<file path="src/alls_pkg.sv">
// Package for the adaptive live set: sizes, opcodes, register indexes,
// state and cell command types, and the max_live clamp. No dependencies.
package alls_pkg;

    localparam int MAX_LIVE   = 8;
    localparam int ID_BITS    = 8;
    localparam int CELLS      = MAX_LIVE + 1;
    localparam int IDX_W      = $clog2(CELLS);
    localparam int CNT_W      = $clog2(CELLS + 1);
    localparam int AL_W       = $clog2(MAX_LIVE + 1);
    localparam int MOD_ID_W   = 8;
    localparam int WEIGHT_W   = 41;
    localparam int REG_W      = 40;
    localparam int MAX_LIVE_W = 4;
    localparam int CFG_IDX_W  = 2;
    localparam int S_TDATA_W  = ((MOD_ID_W + WEIGHT_W + 7) / 8) * 8;
    localparam int M_TDATA_W  = MOD_ID_W;

    typedef enum logic [1:0] {
        OP_SHOW    = 2'd0,
        OP_OBSERVE = 2'd1,
        OP_SHED    = 2'd2,
        OP_FORGET  = 2'd3
    } opcode_t;

    typedef enum logic [CFG_IDX_W-1:0] {
        CFG_MAX_LIVE    = 2'd0,
        CFG_CEILING     = 2'd1,
        CFG_RELAX_BELOW = 2'd2
    } cfg_index_t;

    typedef enum logic {
        ST_IDLE,
        ST_TRIM
    } state_t;

    typedef struct packed {
        logic show;
        logic forget;
    } cell_cmd_t;

    function automatic logic [AL_W-1:0] clamp_max_live(input logic [MAX_LIVE_W-1:0] v);
        logic [AL_W-1:0] r;
        if (v == '0) begin
            r = AL_W'(1);
        end else if (int'(v) > MAX_LIVE) begin
            r = AL_W'(MAX_LIVE);
        end else begin
            r = AL_W'(v);
        end
        return r;
    endfunction

endpackage

</file>
<file path="src/alls_cell.sv">
// One slot of the recency chain: holds an id, moves it toward the tail on
// show and toward the head on forget. Depends on alls_pkg.
module alls_cell import alls_pkg::*; (
    input  logic               aclk,
    input  cell_cmd_t          cmd,
    input  logic               valid,
    input  logic [ID_BITS-1:0] id,
    input  logic [ID_BITS-1:0] left_data,
    input  logic [ID_BITS-1:0] right_data,
    input  logic               hit_in,
    output logic [ID_BITS-1:0] data,
    output logic               hit_out
);

    logic [ID_BITS-1:0] data_reg;
    logic [ID_BITS-1:0] data_next;

    assign hit_out = hit_in | (valid && (data_reg == id));
    assign data    = data_reg;

    always_comb begin
        priority if (cmd.show) begin
            // Slots up to the matching one shift back by one place.
            data_next = hit_in ? data_reg : left_data;
        end else if (cmd.forget) begin
            // Slots from the matching one on close the gap.
            data_next = hit_out ? right_data : data_reg;
        end else begin
            data_next = data_reg;
        end
    end

    always_ff @(posedge aclk) begin
        data_reg <= data_next;
    end

endmodule

</file>
<file path="src/adaptive_lru_live_set.sv">
// Adaptive live set: updates the list on each input beat, then a trim walk that sends
// one eviction beat per cycle while m_tready is high, tail first.
// Forget and observes under the ceiling never enter the trim walk; show, shed and
// over-ceiling observes always enter it, even with nothing to evict; output stalls hold it.
// The first eviction beat is registered after the state register enters ST_TRIM; at most 7 results.
// Reset clears the list (count zero), max_live and allowance to 8, registers to 0.
module adaptive_lru_live_set import alls_pkg::*; (
    input  logic                 aclk,
    input  logic                 aresetn,
    input  logic                 s_tvalid,
    output logic                 s_tready,
    input  logic [S_TDATA_W-1:0] s_tdata,     // module_id [7:0], weight [48:8], zeros
    input  logic [1:0]           s_tuser,     // opcode
    output logic                 m_tvalid,
    input  logic                 m_tready,
    output logic [M_TDATA_W-1:0] m_tdata,     // evicted_module [7:0]
    output logic                 m_tlast,
    input  logic                 cfg_wr_en,
    input  logic [CFG_IDX_W-1:0] cfg_index,
    input  logic [REG_W-1:0]     cfg_wr_data
);

    state_t               state_reg, state_next;
    logic [CNT_W-1:0]     count_reg, count_next;
    logic [AL_W-1:0]      allowance_reg, allowance_next;
    logic [AL_W-1:0]      max_live_reg, max_live_next;
    logic [REG_W-1:0]     ceiling_reg, ceiling_next;
    logic [REG_W-1:0]     relax_reg, relax_next;
    logic                 m_tvalid_reg, m_tvalid_next;
    logic [M_TDATA_W-1:0] m_tdata_reg, m_tdata_next;
    logic                 m_tlast_reg, m_tlast_next;

    logic                 in_fire;
    opcode_t              op;
    logic [ID_BITS-1:0]   id;
    logic [WEIGHT_W-1:0]  weight;
    cell_cmd_t            cmd;
    logic                 obs_active;
    logic                 over;
    logic                 relax;
    logic                 hit;
    logic                 need_evict;
    logic                 evict_last;
    logic                 out_free;
    logic                 evict_load;
    logic [IDX_W-1:0]     tail_idx;
    logic [AL_W-1:0]      cfg_ml;
    logic [AL_W-1:0]      tight_al;

    logic [ID_BITS-1:0]   cell_data [CELLS];
    logic                 cell_hit  [CELLS];

    assign in_fire = s_tvalid && s_tready;
    assign op      = opcode_t'(s_tuser);
    assign id      = ID_BITS'(s_tdata[MOD_ID_W-1:0]);
    assign weight  = s_tdata[MOD_ID_W +: WEIGHT_W];

    assign cmd.show   = in_fire && (op == OP_SHOW);
    assign cmd.forget = in_fire && (op == OP_FORGET);

    genvar gi;
    generate
        for (gi = 0; gi < CELLS; gi++) begin : g_cell
            logic [ID_BITS-1:0] left_d;
            logic [ID_BITS-1:0] right_d;
            logic               hit_prev;
            if (gi == 0) begin : g_head
                assign left_d   = id;
                assign hit_prev = 1'b0;
            end else begin : g_body
                assign left_d   = cell_data[gi-1];
                assign hit_prev = cell_hit[gi-1];
            end
            if (gi == CELLS - 1) begin : g_tail
                assign right_d = cell_data[gi];
            end else begin : g_inner
                assign right_d = cell_data[gi+1];
            end
            alls_cell u_cell (
                .aclk       (aclk),
                .cmd        (cmd),
                .valid      (CNT_W'(gi) < count_reg),
                .id         (id),
                .left_data  (left_d),
                .right_data (right_d),
                .hit_in     (hit_prev),
                .data       (cell_data[gi]),
                .hit_out    (cell_hit[gi])
            );
        end
    endgenerate

    assign hit = cell_hit[CELLS-1];

    assign obs_active = (ceiling_reg != '0) && !weight[WEIGHT_W-1];
    assign over       = weight[REG_W-1:0] > ceiling_reg;
    assign relax      = weight[REG_W-1:0] <= relax_reg;

    assign tail_idx   = IDX_W'(count_reg - CNT_W'(1));
    assign need_evict = count_reg > CNT_W'(allowance_reg);
    assign evict_last = (count_reg - CNT_W'(1)) <= CNT_W'(allowance_reg);
    assign out_free   = !m_tvalid_reg || m_tready;
    assign cfg_ml     = clamp_max_live(cfg_wr_data[MAX_LIVE_W-1:0]);

    // Tightened allowance: min(allowance, count - 1), never below one.
    always_comb begin
        if (count_reg <= CNT_W'(1)) begin
            tight_al = AL_W'(1);
        end else if (CNT_W'(allowance_reg) < (count_reg - CNT_W'(1))) begin
            tight_al = allowance_reg;
        end else begin
            tight_al = AL_W'(count_reg - CNT_W'(1));
        end
    end

    // Next state.
    always_comb begin
        state_next = state_reg;
        unique case (state_reg)
            ST_IDLE: begin
                if (in_fire && ((op == OP_SHOW) || (op == OP_SHED) ||
                    ((op == OP_OBSERVE) && obs_active && over))) begin
                    state_next = ST_TRIM;
                end
            end
            ST_TRIM: begin
                if (!need_evict || (out_free && evict_last)) begin
                    state_next = ST_IDLE;
                end
            end
            default: state_next = ST_IDLE;
        endcase
    end

    // State outputs.
    always_comb begin
        s_tready   = 1'b0;
        evict_load = 1'b0;
        unique case (state_reg)
            ST_IDLE: s_tready   = 1'b1;
            ST_TRIM: evict_load = need_evict && out_free;
            default: s_tready   = 1'b0;
        endcase
    end

    always_comb begin
        count_next     = count_reg;
        allowance_next = allowance_reg;
        max_live_next  = max_live_reg;
        ceiling_next   = ceiling_reg;
        relax_next     = relax_reg;

        if (cfg_wr_en) begin
            unique case (cfg_index)
                CFG_MAX_LIVE: begin
                    max_live_next  = cfg_ml;
                    allowance_next = cfg_ml;
                    if (count_reg > CNT_W'(cfg_ml)) begin
                        count_next = CNT_W'(cfg_ml);
                    end
                end
                CFG_CEILING:     ceiling_next = cfg_wr_data;
                CFG_RELAX_BELOW: relax_next   = cfg_wr_data;
                default: begin
                end
            endcase
        end

        if (in_fire) begin
            unique case (op)
                OP_SHOW: begin
                    if (!hit) begin
                        count_next = count_reg + CNT_W'(1);
                    end
                end
                OP_OBSERVE: begin
                    if (obs_active) begin
                        if (over) begin
                            allowance_next = tight_al;
                        end else if (relax) begin
                            allowance_next = max_live_reg;
                        end
                    end
                end
                OP_SHED: allowance_next = AL_W'(1);
                OP_FORGET: begin
                    if (hit) begin
                        count_next = count_reg - CNT_W'(1);
                    end
                end
                default: begin
                end
            endcase
        end else if (evict_load) begin
            count_next = count_reg - CNT_W'(1);
        end
    end

    always_comb begin
        m_tvalid_next = m_tvalid_reg;
        m_tdata_next  = m_tdata_reg;
        m_tlast_next  = m_tlast_reg;
        if (evict_load) begin
            m_tvalid_next = 1'b1;
            m_tdata_next  = M_TDATA_W'(cell_data[tail_idx]);
            m_tlast_next  = evict_last;
        end else if (m_tready) begin
            m_tvalid_next = 1'b0;
        end
    end

    always_ff @(posedge aclk) begin
        if (!aresetn) begin
            state_reg     <= ST_IDLE;
            count_reg     <= '0;
            allowance_reg <= AL_W'(MAX_LIVE);
            max_live_reg  <= AL_W'(MAX_LIVE);
            ceiling_reg   <= '0;
            relax_reg     <= '0;
            m_tvalid_reg  <= 1'b0;
        end else begin
            state_reg     <= state_next;
            count_reg     <= count_next;
            allowance_reg <= allowance_next;
            max_live_reg  <= max_live_next;
            ceiling_reg   <= ceiling_next;
            relax_reg     <= relax_next;
            m_tvalid_reg  <= m_tvalid_next;
        end
    end

    always_ff @(posedge aclk) begin
        m_tdata_reg <= m_tdata_next;
        m_tlast_reg <= m_tlast_next;
    end

    assign m_tvalid = m_tvalid_reg;
    assign m_tdata  = m_tdata_reg;
    assign m_tlast  = m_tlast_reg;

endmodule

</file>
<file path="config.mk">
export PLATFORM = sky130hd
export DESIGN_NAME = adaptive_lru_live_set
export DESIGN_NICKNAME = d
export VERILOG_FILES = /design/src/alls_pkg.sv /design/src/alls_cell.sv /design/src/adaptive_lru_live_set.sv
export SDC_FILE = /design/constraint.sdc
export NUM_CORES = 1
export LEC_CHECK = 0
export BUFFER_PORTS_ARGS = -buffer_cell sky130_fd_sc_hd__buf_4
export CAP_MARGIN = 20
export CORE_AREA = 2 2 190 145
export DETAILED_ROUTE_END_ITERATION = 7
export DIE_AREA = 0 0 192 147
export GPL_ROUTABILITY_DRIVEN = 0
export PLACE_DENSITY = 0.64
export SKIP_LAST_GASP = 1
export SYNTH_ARGS = -nofsm -noshare
export SYNTH_HDL_FRONTEND = slang
export SYNTH_SLANG_ARGS = --single-unit
</file>
<file path="constraint.sdc">
create_clock -name aclk -period 10.9 [get_ports aclk]
set_input_delay 0.545 -clock aclk [delete_from_list [all_inputs] [get_ports aclk]]
set_output_delay 0.545 -clock aclk [all_outputs]
set_load 0.01 [all_outputs]
</file>
==> results of run 1 <==
-- kinds of logic (layout without fill, tap and decap cells) --
logic type / Yosys count / count (layout)
buffers and inverters: 187 / 275
XOR/XNOR: 75 / 75
AO/OA/AOI/OAI: 331 / 331
multiplexers: 39 / 39
AND/OR/NAND/NOR: 450 / 450
adder cells (fa/ha/maj): 100 / 100
flip-flops: 175 / 175
-- power groups by stage --
stage               combinational (W)  sequential (W)  clock (W)
finish                       0.000348        0.000760   0.000610
CTS                          0.000344        0.000759   0.000620
floorplan                    0.000232        0.000761          0
global placement             0.000334        0.000773          0
global route                 0.000385        0.000764   0.000643
detailed placement           0.000342        0.000774          0
-- layer usage --
metal  global-route usage  share of wire  vias to the layer above
li1                     -              -                     4969
met1                0.373           0.49                     4743
met2                0.337           0.41                      445
met3               0.0509          0.089                       27
met4               0.0508          0.011                        0
met5                    0              0                        -
-- through the flow --
step,area [um2],utilization
finish,13400,0.504
global route,13400,0.504
CTS,13400,0.504
detailed placement,12800,0.482
global placement,12800,0.482
floorplan,11800,-
-- critical path, stage by stage, from the launching register on --
cell      delay (ns)
dfxtp_1         0.31
buf_4           0.37
inv_1           0.24
ha_1            0.98
ha_1            0.39
nor2b_1         0.13
o21a_1          0.16
o21ai_1         0.12
nand2b_1        0.09
or4_1           0.49
or3_1           0.45
mux2i_1         0.18
a311oi_1        0.27
nor2_1          0.08
-- layout by cell type, fill, tap and decap left out, types with 19 or more instances in the layout --
master    instances
a21boi_0         85
a21oi_1          82
a31oi_1          19
buf_4           117
dfxtp_1          94
edfxtp_1         81
ha_1            100
inv_1           124
nand2_1         235
nand3_1          24
nand4_1          31
nor2_1           73
nor3_1           20
o21ai_0          30
o22ai_1          59
xnor2_1          49
xor2_1           26
-- cell type report --
type                    count  area share
multi-input cells         995       0.501
flip-flops and latches    175       0.323
repair buffers            118      0.0665
inverters                 125      0.0351
clock buffers              18      0.0337
well taps                 351      0.0328
clock inverters            14     0.00879
-- worst min path at each step --
stage / cells after the start / to / slack (ns)
6_report: 3 / relax_reg[27]$_SDFFE_PN0P_ / 0.36
5_1_grt: 3 / ceiling_reg[29]$_SDFFE_PN0P_ / 0.37
4_1_cts: 3 / ceiling_reg[26]$_SDFFE_PN0P_ / 0.35
3_5_place_dp: 2 / relax_reg[5]$_SDFFE_PN0P_ / 0.46
3_3_place_gp: 2 / max_live_reg[2]$_SDFFE_PN0P_ / 0.45
2_1_floorplan: 2 / max_live_reg[2]$_SDFFE_PN0P_ / 0.44
==> impl_results.md, run 1 <==
* Total negative slack at 0 ns
* Synth Flop Type: dfxtp_1
* Synth cell count leaders: 235 x nand2_1, 124 x inv_1, 100 x ha_1, 94 x dfxtp_1, 85 x a21boi_0
* Maximum clock frequency at 0.229 GHz
* R2r setup slk at roughly 6.5 ns
* Slew HR at 0.317
* Largest net degree at the start of global routing at 96
* Mux cell area share after synthesis at 0.0511
* Hold_buf cts at 0
* Vert. Die Dim at about 150 um
* Initial antenna violation count at 0
* CP Capture Type: flip-flop
* Area growth syn-to-layout at 13.8%
* Largest family of logic cells by synthesized area: compound AO/OA/AOI/OAI gates
* CTS tree: yes
* CTS clk-pin slew, worst paths at around 0.080 ns
* Post-layout min period at between 4 and 5 ns
* Latest clock arrival within the worst-skew pair at roughly 0.44 ns
* Synth async-reset ratio at 0
* Setup-failing EPs final at 0
* CTS HTree Levels at 4
* Synth Cell Area at around 12000 um2
* Syn nets at 1562
* Initial Utilization at 0.443
* Nets at ~1600
* Max-Cap Viols at 0
* Comb pwr share at 0.202
* Leakage at approximately 5 nW
* First-pass GRT wire length at between 50000 and 60000 um
* Area leader, netlist: edfxtp_1
* Fin. Hold Viols at 0
* Adder-Cell Fraction of Synth Area at 0.106
* Die footprint at between 20000 and 30000 um2
* Seq. cell area at about 4300 um2
* Worst Path Max Fanout at 26
* Core Region at 26500 um2
* Clk pwr share at 0.355
* Inserted Diodes at 0
* Multi-input logic area at 6700 um2
* Clock sinks at between 150 and 200
* Gr usage total at 0.239
* Cts bufs inserted at 17
* Top cell type's share of synthesized area at 0.207
* Hold WS at ~0.36 ns
* Via count at 10200
* Layout fillers at roughly 2600
* Switching part of the total at 0.309
* # port buffers at between 100 and 150
* Crit path launch type: flip-flop
* Post-Place Setup Slack at 6.60 ns
* Root buf cell: clkbuf_16
* Layout Skew at between 0.01 and 0.015 ns
* Site Rows at 52
* R2r worst-path depth at 13
* Final Cycle Share at 0.401
* Iter 0 DRT Violations at 973
* Critical Path RT at about 11 ns
* Net Switching at 0.000530 W
* PwrDens at between 100 and 150 nW/um2
* DIE WIDTH at 192 um
* Status: finished, final reports clean
* Worst r2r src: count_reg[0]$_SDFF_PN0_
* Ys Warns at 0
* Placed insts at roughly 1800
* Mean post-synth cell area at 8.66 um2
* Number of global-route vias before repair at 9490
* DRC viols at 0
* Crit path from: count_reg[0]$_SDFF_PN0_
* Post-synth EDFFs at 81
* Post-DP HPWL at approximately 24000 um
* Seq pwr share at 0.443
* Int Power at between 0.001 and 0.0015 W
* VDD IR max at between 0.1 and 0.15 mV
* Post-synthesis sequential area ratio at 0.367
* Boundary Pins at approximately 120
* Max reg flops at 72
* Initial DRT Pass Iterations at 5
* Via/cell ratio at 5.67
* Synth unique cells at 66
* Simple-gate area share of the yosys netlist at 0.173
* Synth Area in Compound Gates at 0.182
* Mean routed wirelength per cell at around 19 um
* Worst Hold Class: in -> reg
* WP data arrival at between 4 and 5 ns
* Post-CTS resize count at 0
* Fraction of layout cells with a size suffix above 1 at 0.132
* Clock tree buffer depth at 2
* Yosys reg bits at ~180
* Worst Setup EP: allowance_reg[0]$_SDFFE_PN0P_
* Worst reg2reg path endpoint: allowance_reg[0]$_SDFFE_PN0P_
* Tot Pwr at ~0.0017 W
* Ranking of synthesized cells by area: edfxtp_1 21%, dfxtp_1 16%, ha_1 11%, nand2_1 7.5%, a21boi_0 5.4%
* Post-CTS Setup Bufs at 0
* Worst hold start: cfg_wr_data[27]
* Unrepaired setup endpoints after global routing: false
* GRT overflow at 0
* Measured slew at the worst slew-check pin at a little over 1 ns
* XOR/XNOR share of the synthesized area at 0.0559
* Most common cell in the netlist: nand2_1
* Antenna viol nets, final at 0
* Final slew viol count at 0
* Layout Cells excl Fill at ~1800
* DRT Wirelength at approximately 33000 um
* Syn Inst Count at 1357
* Minimum setup slack in the final design at 6.52 ns
* Crit Path Class: reg -> reg
Note: power is estimated with default switching activity, not from simulation.
==> inputs of run 2 (changes only) <==
clock period = 4.58 ns   (was 10.9 ns; I/O delays follow)
==> impl_results.md, run 2 (synthesized netlist as in run 1, its figures left out) <==
* Layout fillers at 2563 (was 2551)
* Multi-input logic area at 6700 um2 (unchanged)
* Post-CTS Setup Bufs at 0 (unchanged)
* Vert. Die Dim at 147 um (unchanged)
* Seq. cell area at 4310 um2 (unchanged)
* Worst Path Max Fanout at 25 (was 26)
* Post-layout min period at 3.59 ns (was 4.38 ns)
* Status: finished, final reports clean (unchanged)
* Mean routed wirelength per cell at 18.8 um (was 18.6 um)
* GRT overflow at 0 (unchanged)
* Total negative slack at 0 ns (unchanged)
* CP top delay family: simple AND/OR/NAND/NOR gates (was adder cells)
* Max stage delay on crit path at 0.50 ns (was 0.98 ns)
* Worst Hold Class: in -> reg (unchanged)
* Die footprint at 28200 um2 (unchanged)
* Initial Utilization at 0.443 (unchanged)
* Setup-failing EPs final at 0 (unchanged)
* Boundary Pins at 116 (unchanged)
* Cts bufs inserted at 17 (unchanged)
* CTS tree: yes (unchanged)
* Clock tree buffer depth at 2 (unchanged)
* First-pass GRT wire length at 52400 um (was 52300 um)
* Layout Skew at 0.0150 ns (was 0.0129 ns)
* Gr usage total at 0.239 (about the same)
* Critical Path RT at 4.92 ns (was 11.23 ns)
* Max reg flops at 72 (unchanged)
* Nets at 1640 (was 1637)
* PwrDens at 308 nW/um2 (was 128 nW/um2)
* CP Buf/Inv Count at 2 (unchanged)
* Site Rows at 52 (unchanged)
* Commonest non-fill, non-tap cell in the layout: nand2_1 (unchanged)
* Max-Cap Viols at 0 (unchanged)
* CTS HTree Levels at 4 (unchanged)
* Finished Core Util at 0.506 (was 0.504)
* CP cell instances: buf_4 > nor3_1 > xor2_1 > inv_1 > ha_1 > o21ai_1 > nand2b_1 > or4_1 > or3_1 > mux2i_1 > a311oi_1 > nor2_1 (was buf_4 > inv_1 > ha_1 > ha_1 > nor2b_1 > o21a_1 > o21ai_1 > nand2b_1 > or4_1 > or3_1 > mux2i_1 > a311oi_1 > nor2_1)
* Slew HR at 0.319 (was 0.317)
* Clock sinks at 175 (unchanged)
* Area growth syn-to-layout at 14.2% (was 13.8%)
* DRC viols at 0 (unchanged)
* Number of global-route vias before repair at 9556 (was 9490)
* Latest clock arrival within the worst-skew pair at 0.45 ns (was 0.44 ns)
* Final slew viol count at 0 (unchanged)
* WP data arrival at 3.92 ns (was 4.70 ns)
* Leakage at 4.95 nW (was 4.93 nW)
* Highest-count cells in the layout ignoring fill and taps: 235 x nand2_1, 124 x inv_1, 121 x buf_4 (was 235 x nand2_1, 124 x inv_1, 117 x buf_4)
* Slowest CP cell: xor2_1 (was ha_1)
* Final Cycle Share at 0.783 (was 0.401)
* Fin. Hold Viols at 0 (unchanged)
* Antenna viol nets, final at 0 (unchanged)
* Hold_buf cts at 0 (unchanged)
* DRT Wirelength at 33900 um (was 33400 um)
* CP Capture Type: flip-flop (unchanged)
* Iter 0 DRT Violations at 952 (was 973)
* Initial DRT Pass Iterations at 5 (unchanged)
* Post-DP HPWL at 25000 um (was 24500 um)
* Root buf cell: clkbuf_16 (unchanged)
* Maximum clock frequency at 0.279 GHz (was 0.229 GHz)
* Fraction of layout cells with a size suffix above 1 at 0.134 (was 0.132)
* Unrepaired setup endpoints after global routing: false (unchanged)
* Measured slew at the worst slew-check pin at 1.02 ns (about the same)
* Crit Path Class: reg -> reg (unchanged)
* Crit path launch type: flip-flop (unchanged)
* Via/cell ratio at 5.73 (was 5.67)
* Post-CTS resize count at 0 (unchanged)
* Via count at 10300 (was 10200)
* Largest net degree at the start of global routing at 96 (unchanged)
* Core Region at 26500 um2 (unchanged)
* VDD IR max at 0.269 mV (was 0.113 mV)
* CTS clk-pin slew, worst paths at 0.09 ns (was 0.08 ns)
* Initial antenna violation count at 2 (was 0)
* # port buffers at 108 (unchanged)
* DIE WIDTH at 192 um (unchanged)
[run 2: worst reg2reg max path: cells and delay by family, from the launching register on]
family | cells | cell delay, ns
compound gates | 2 | 0.35
buf+inv | 2 | 0.58
xor+xnor | 1 | 0.50
flops | 1 | 0.33
mux | 1 | 0.18
fa+ha+maj | 1 | 0.33
simple gates | 5 | 1.20
[run 2: final timing paths]
| kind | start | end | slack (ns) | cells after the start |
|---|---|---|---|---|
| max | count_reg[0]$_SDFF_PN0_ | allowance_reg[0]$_SDFFE_PN0P_ | 0.99 | 12 |
| max reg2reg | count_reg[0]$_SDFF_PN0_ | allowance_reg[0]$_SDFFE_PN0P_ | 0.99 | 12 |
| min | cfg_wr_data[29] | ceiling_reg[29]$_SDFFE_PN0P_ | 0.04 | 3 |
| min reg2reg | relax_reg[9]$_SDFFE_PN0P_ | relax_reg[9]$_SDFFE_PN0P_ | 0.47 | 2 |
[run 2: cell type report]
type                            instances  share of cell area
Inverter                              125              0.0350
Clock buffer                           17              0.0317
Clock inverter                         15              0.0122
Multi-Input combinational cell        995               0.499
Tap cell                              351              0.0327
Timing Repair Buffer                  121              0.0677
Antenna cell                            2            0.000373
Sequential cell                       175               0.321
[run 2: metrics by stage]
step	instance area, um2	total power [W]	std cells	worst slack (ns)	hold slack, ns
2_1_floorplan	11800	0.00236	1357	0.825	0.374
5_1_grt	13400	0.00430	1801	0.733	0.0313
4_1_cts	13400	0.00414	1799	1.04	0.0252
6_report	13400	0.00414	1801	0.993	0.0369
3_5_place_dp	12800	0.00266	1767	1.10	0.457
3_3_place_gp	12800	0.00264	1767	1.19	0.452
[run 2: metal layers]
layer	track usage	wire [um]	up-vias
met1	0.372	16700	4860
met3	0.0521	2710	51
met4	0.0611	522	0
met2	0.332	14000	430
li1	-	-	4974
met5	0	0	-
[run 2: power breakdown]
part / total (W) / leakage (nW) / switching [W] / internal, W
clock network: 0.00149 / 0.292 / 0.000751 / 0.000738
logic: 0.000838 / 3.14 / 0.000481 / 0.000357
registers: 0.00181 / 1.51 / 0.0000856 / 0.00172
==> inputs of run 3 (changes only) <==
ABC_AREA = 1   (was default)
CORE_AREA = 2 2 191 146   (was 2 2 190 145)
DIE_AREA = 0 0 193 148   (was 0 0 192 147)
PLACE_DENSITY = 0.66   (was 0.64)
clock period = 3 ns   (was 4.58 ns; I/O delays follow)
==> impl_results.md, run 3 <==
* Status: finished, final reports clean (unchanged)
* Post-layout min period at 2.78 ns (was 3.59 ns)
* Maximum clock frequency at 0.359 GHz (was 0.279 GHz)
* CTS clk-pin slew, worst paths at 0.08 ns (was 0.09 ns)
* Area growth syn-to-layout at 18.9% (was 14.2%)
* Worst r2r src: count_reg[0]$_SDFF_PN0_ (unchanged)
* WP data arrival at 2.96 ns (was 3.92 ns)
* Top cell type's share of synthesized area at 0.206 (was 0.207)
* Worst Hold Depth at 3 (unchanged)
* GRT overflow at 0 (unchanged)
* Worst Hold End: relax_reg[19]$_SDFFE_PN0P_ (was ceiling_reg[29]$_SDFFE_PN0P_)
* Commonest non-fill, non-tap cell in the layout: nand2_1 (unchanged)
* Initial DRT Pass Iterations at 5 (unchanged)
* Cts bufs inserted at 17 (unchanged)
* Ranking of synthesized cells by area: edfxtp_1 21%, dfxtp_1 16%, ha_1 11%, o21ai_0 11%, nand2_1 10% (was edfxtp_1 21%, dfxtp_1 16%, ha_1 11%, nand2_1 7.5%, a21boi_0 5.4%)
* Site Rows at 52 (unchanged)
* Boundary Pins at 116 (unchanged)
* Die footprint at 28600 um2 (was 28200 um2)
* Int Power at 0.00447 W (was 0.00282 W)
* Net Switching at 0.00217 W (was 0.00132 W)
* Synth async-reset ratio at 0 (unchanged)
* Clk pwr share at 0.356 (was 0.360)
* Syn Inst Count at 1593 (was 1357)
* Latest clock arrival within the worst-skew pair at 0.45 ns (about the same)
* Measured slew at the worst slew-check pin at 0.736 ns (was 1.02 ns)
* Nets at 1928 (was 1640)
* Final slew viol count at 0 (unchanged)
* DRT Wirelength at 35000 um (was 33900 um)
* Synth Flop Type: dfxtp_1 (unchanged)
* Seq pwr share at 0.411 (was 0.437)
* Via count at 11400 (was 10300)
* Antenna viol nets, final at 0 (unchanged)
* DRC viols at 0 (unchanged)
* Critical Path RT at 3.17 ns (was 4.92 ns)
* Core Region at 26700 um2 (was 26500 um2)
* Layout Cells excl Fill at 2088 (was 1801)
* Worst Hold Class: in -> reg (unchanged)
* Max reg flops at 72 (unchanged)
* Total negative slack at 0 ns (unchanged)
* Crit path launch type: flip-flop (unchanged)
* Via/cell ratio at 5.45 (was 5.73)
* Mean post-synth cell area at 7.41 um2 (was 8.66 um2)
* Leakage at 6.05 nW (was 4.95 nW)
* Ys Warns at 0 (unchanged)
* Root buf cell: clkbuf_16 (unchanged)
* Mean routed wirelength per cell at 16.7 um (was 18.8 um)
* Worst hold start: cfg_wr_data[19] (was cfg_wr_data[29])
* First-pass GRT wire length at 55100 um (was 52400 um)
* Post-DP HPWL at 25900 um (was 25000 um)
* # port buffers at 108 (unchanged)
* CTS HTree Levels at 4 (unchanged)
* Synth unique cells at 44 (was 66)
* Worst reg2reg path endpoint: g_cell[3].u_cell.data[2]$_DFFE_PP_ (was allowance_reg[0]$_SDFFE_PN0P_)
* Largest net degree at the start of global routing at 73 (was 96)
* CTS tree: yes (unchanged)
* Syn nets at 1798 (was 1562)
* Initial antenna violation count at 2 (unchanged)
* Yosys reg bits at 175 (unchanged)
* Number of global-route vias before repair at 10400 (was 9556)
* Hold WS at 0.0166 ns (was 0.0369 ns)
* Worst Path Max Fanout at 45 (was 25)
* Vert. Die Dim at 148 um (was 147 um)
* R2r setup slk at 0.22 ns (was 0.99 ns)
* Clock sinks at 175 (unchanged)
* PwrDens at 474 nW/um2 (was 308 nW/um2)
* Setup-failing EPs final at 0 (unchanged)
* CP Capture Type: flip-flop (unchanged)
* Max-Cap Viols at 0 (unchanged)
* Comb pwr share at 0.233 (was 0.203)
* Fraction of layout cells with a size suffix above 1 at 0.119 (was 0.134)
* Crit Path Class: reg -> reg (unchanged)
* Final Cycle Share at 0.928 (was 0.783)
* Unrepaired setup endpoints after global routing: false (unchanged)
* Post-synth EDFFs at 81 (unchanged)
* Clock tree buffer depth at 2 (unchanged)
* Gr usage total at 0.249 (was 0.239)
* Post-synthesis sequential area ratio at 0.365 (was 0.367)
* Iter 0 DRT Violations at 1116 (was 952)
* Slew HR at 0.504 (was 0.319)
* R2r worst-path depth at 12 (unchanged)
* Synth cell count leaders: 316 x nand2_1, 250 x o21ai_0, 213 x inv_1, 180 x a21oi_1, 100 x ha_1 (was 235 x nand2_1, 124 x inv_1, 100 x ha_1, 94 x dfxtp_1, 85 x a21boi_0)
* Crit path from: count_reg[0]$_SDFF_PN0_ (unchanged)
* VDD IR max at 0.510 mV (was 0.269 mV)
* Fin. Hold Viols at 0 (unchanged)
* Highest-count cells in the layout ignoring fill and taps: 315 x nand2_1, 250 x o21ai_0, 213 x inv_1 (was 235 x nand2_1, 124 x inv_1, 121 x buf_4)
* DIE WIDTH at 193 um (was 192 um)
* Switching part of the total at 0.327 (was 0.318)
* Layout Skew at 0.0173 ns (was 0.0150 ns)
* Area leader, netlist: edfxtp_1 (unchanged)
* Most common cell in the netlist: nand2_1 (unchanged)
* Placed insts at 2015 (was 1767)
* Initial Utilization at 0.443 (about the same)
* Synth Cell Area at 11800 um2 (about the same)
-- run 3: cell types whose count changed after synthesis, sizes merged, moves of 54 or more --
cell / delta
a21boi: -85
a21oi: +100
inv: +94
nand2: +84
o21ai: +223
o22ai: -54
-- run 3: cell type report --
cell class / instances / area [um2]
Inverter: 219 / 825
Clock inverter: 14 / 156
Fill cell: 2584 / 12600
Sequential cell: 175 / 4310
Tap cell: 351 / 439
Timing Repair Buffer: 178 / 1450
Clock buffer: 18 / 450
Multi-Input combinational cell: 1132 / 6400
Antenna cell: 1 / 2.50
-- run 3: worst max-delay path: stages (launching register included) --
cell	delay, ns
dfxtp_1	0.35
buf_4	0.43
ha_1	0.25
inv_1	0.06
nand2_1	0.10
nand4_1	0.12
nor2_2	0.31
nor2_8	0.08
nand2_1	0.29
buf_4	0.22
nand2_1	0.05
o21ai_0	0.12
o21ai_0	0.15
-- run 3: logic make-up after synthesis --
kind of cell	Yosys count	synth area share
compound gates	467	0.205
xor+xnor	30	0.0223
fa+ha+maj	100	0.106
buf+inv	287	0.0958
flops	175	0.365
mux	16	0.0136
simple gates	518	0.192
-- run 3: worst max-delay path by stage --
stage          slack [ns]                                 end
2_1_floorplan        0.08       allowance_reg[1]$_SDFFE_PN0P_
3_3_place_gp         0.12             count_reg[0]$_SDFF_PN0_
3_5_place_dp         0.08             count_reg[0]$_SDFF_PN0_
4_1_cts              0.06             count_reg[0]$_SDFF_PN0_
5_1_grt              0.02       allowance_reg[1]$_SDFFE_PN0P_
6_report             0.22  g_cell[3].u_cell.data[2]$_DFFE_PP_
-- run 3: timing repair --
action / 4_1_cts / 5_1_grt
hold buffers: 35 / 0
buffers inserted: 0 / 3
endpoints found under the setup margin: 0 / 13
resized for setup: 0 / 4
hold endpoints to repair: 59 / 0
-- run 3: power groups by stage --
stage          clock, W  combinational (W)  sequential (W)
3_5_place_dp          0            0.00147         0.00278
6_report        0.00236            0.00155         0.00273
3_3_place_gp          0            0.00143         0.00278
2_1_floorplan         0           0.000950         0.00276
5_1_grt         0.00250            0.00174         0.00275
4_1_cts         0.00240            0.00152         0.00273
-- run 3: through the flow --
step / instance area [um2] / utilization / total power (W) / setup WS, ns
detailed placement: 13000 / 0.488 / 0.00425 / 0.0814
CTS: 14000 / 0.524 / 0.00665 / 0.0597
finish: 14000 / 0.526 / 0.00665 / 0.217
global placement: 13000 / 0.488 / 0.00421 / 0.116
global route: 14000 / 0.526 / 0.00698 / 0.0228
floorplan: 11800 / - / 0.00371 / 0.0777
-- run 3: layer usage --
layer  vias to the layer above  share of wire  GRT usage  routed length (um)
li1                       5654              -          -                   -
met1                      5187           0.48      0.379               16700
met5                         -              0          0                   0
met3                        44           0.11     0.0558                3770
met2                       502           0.40      0.354               13900
met4                         0          0.016     0.0587                 555
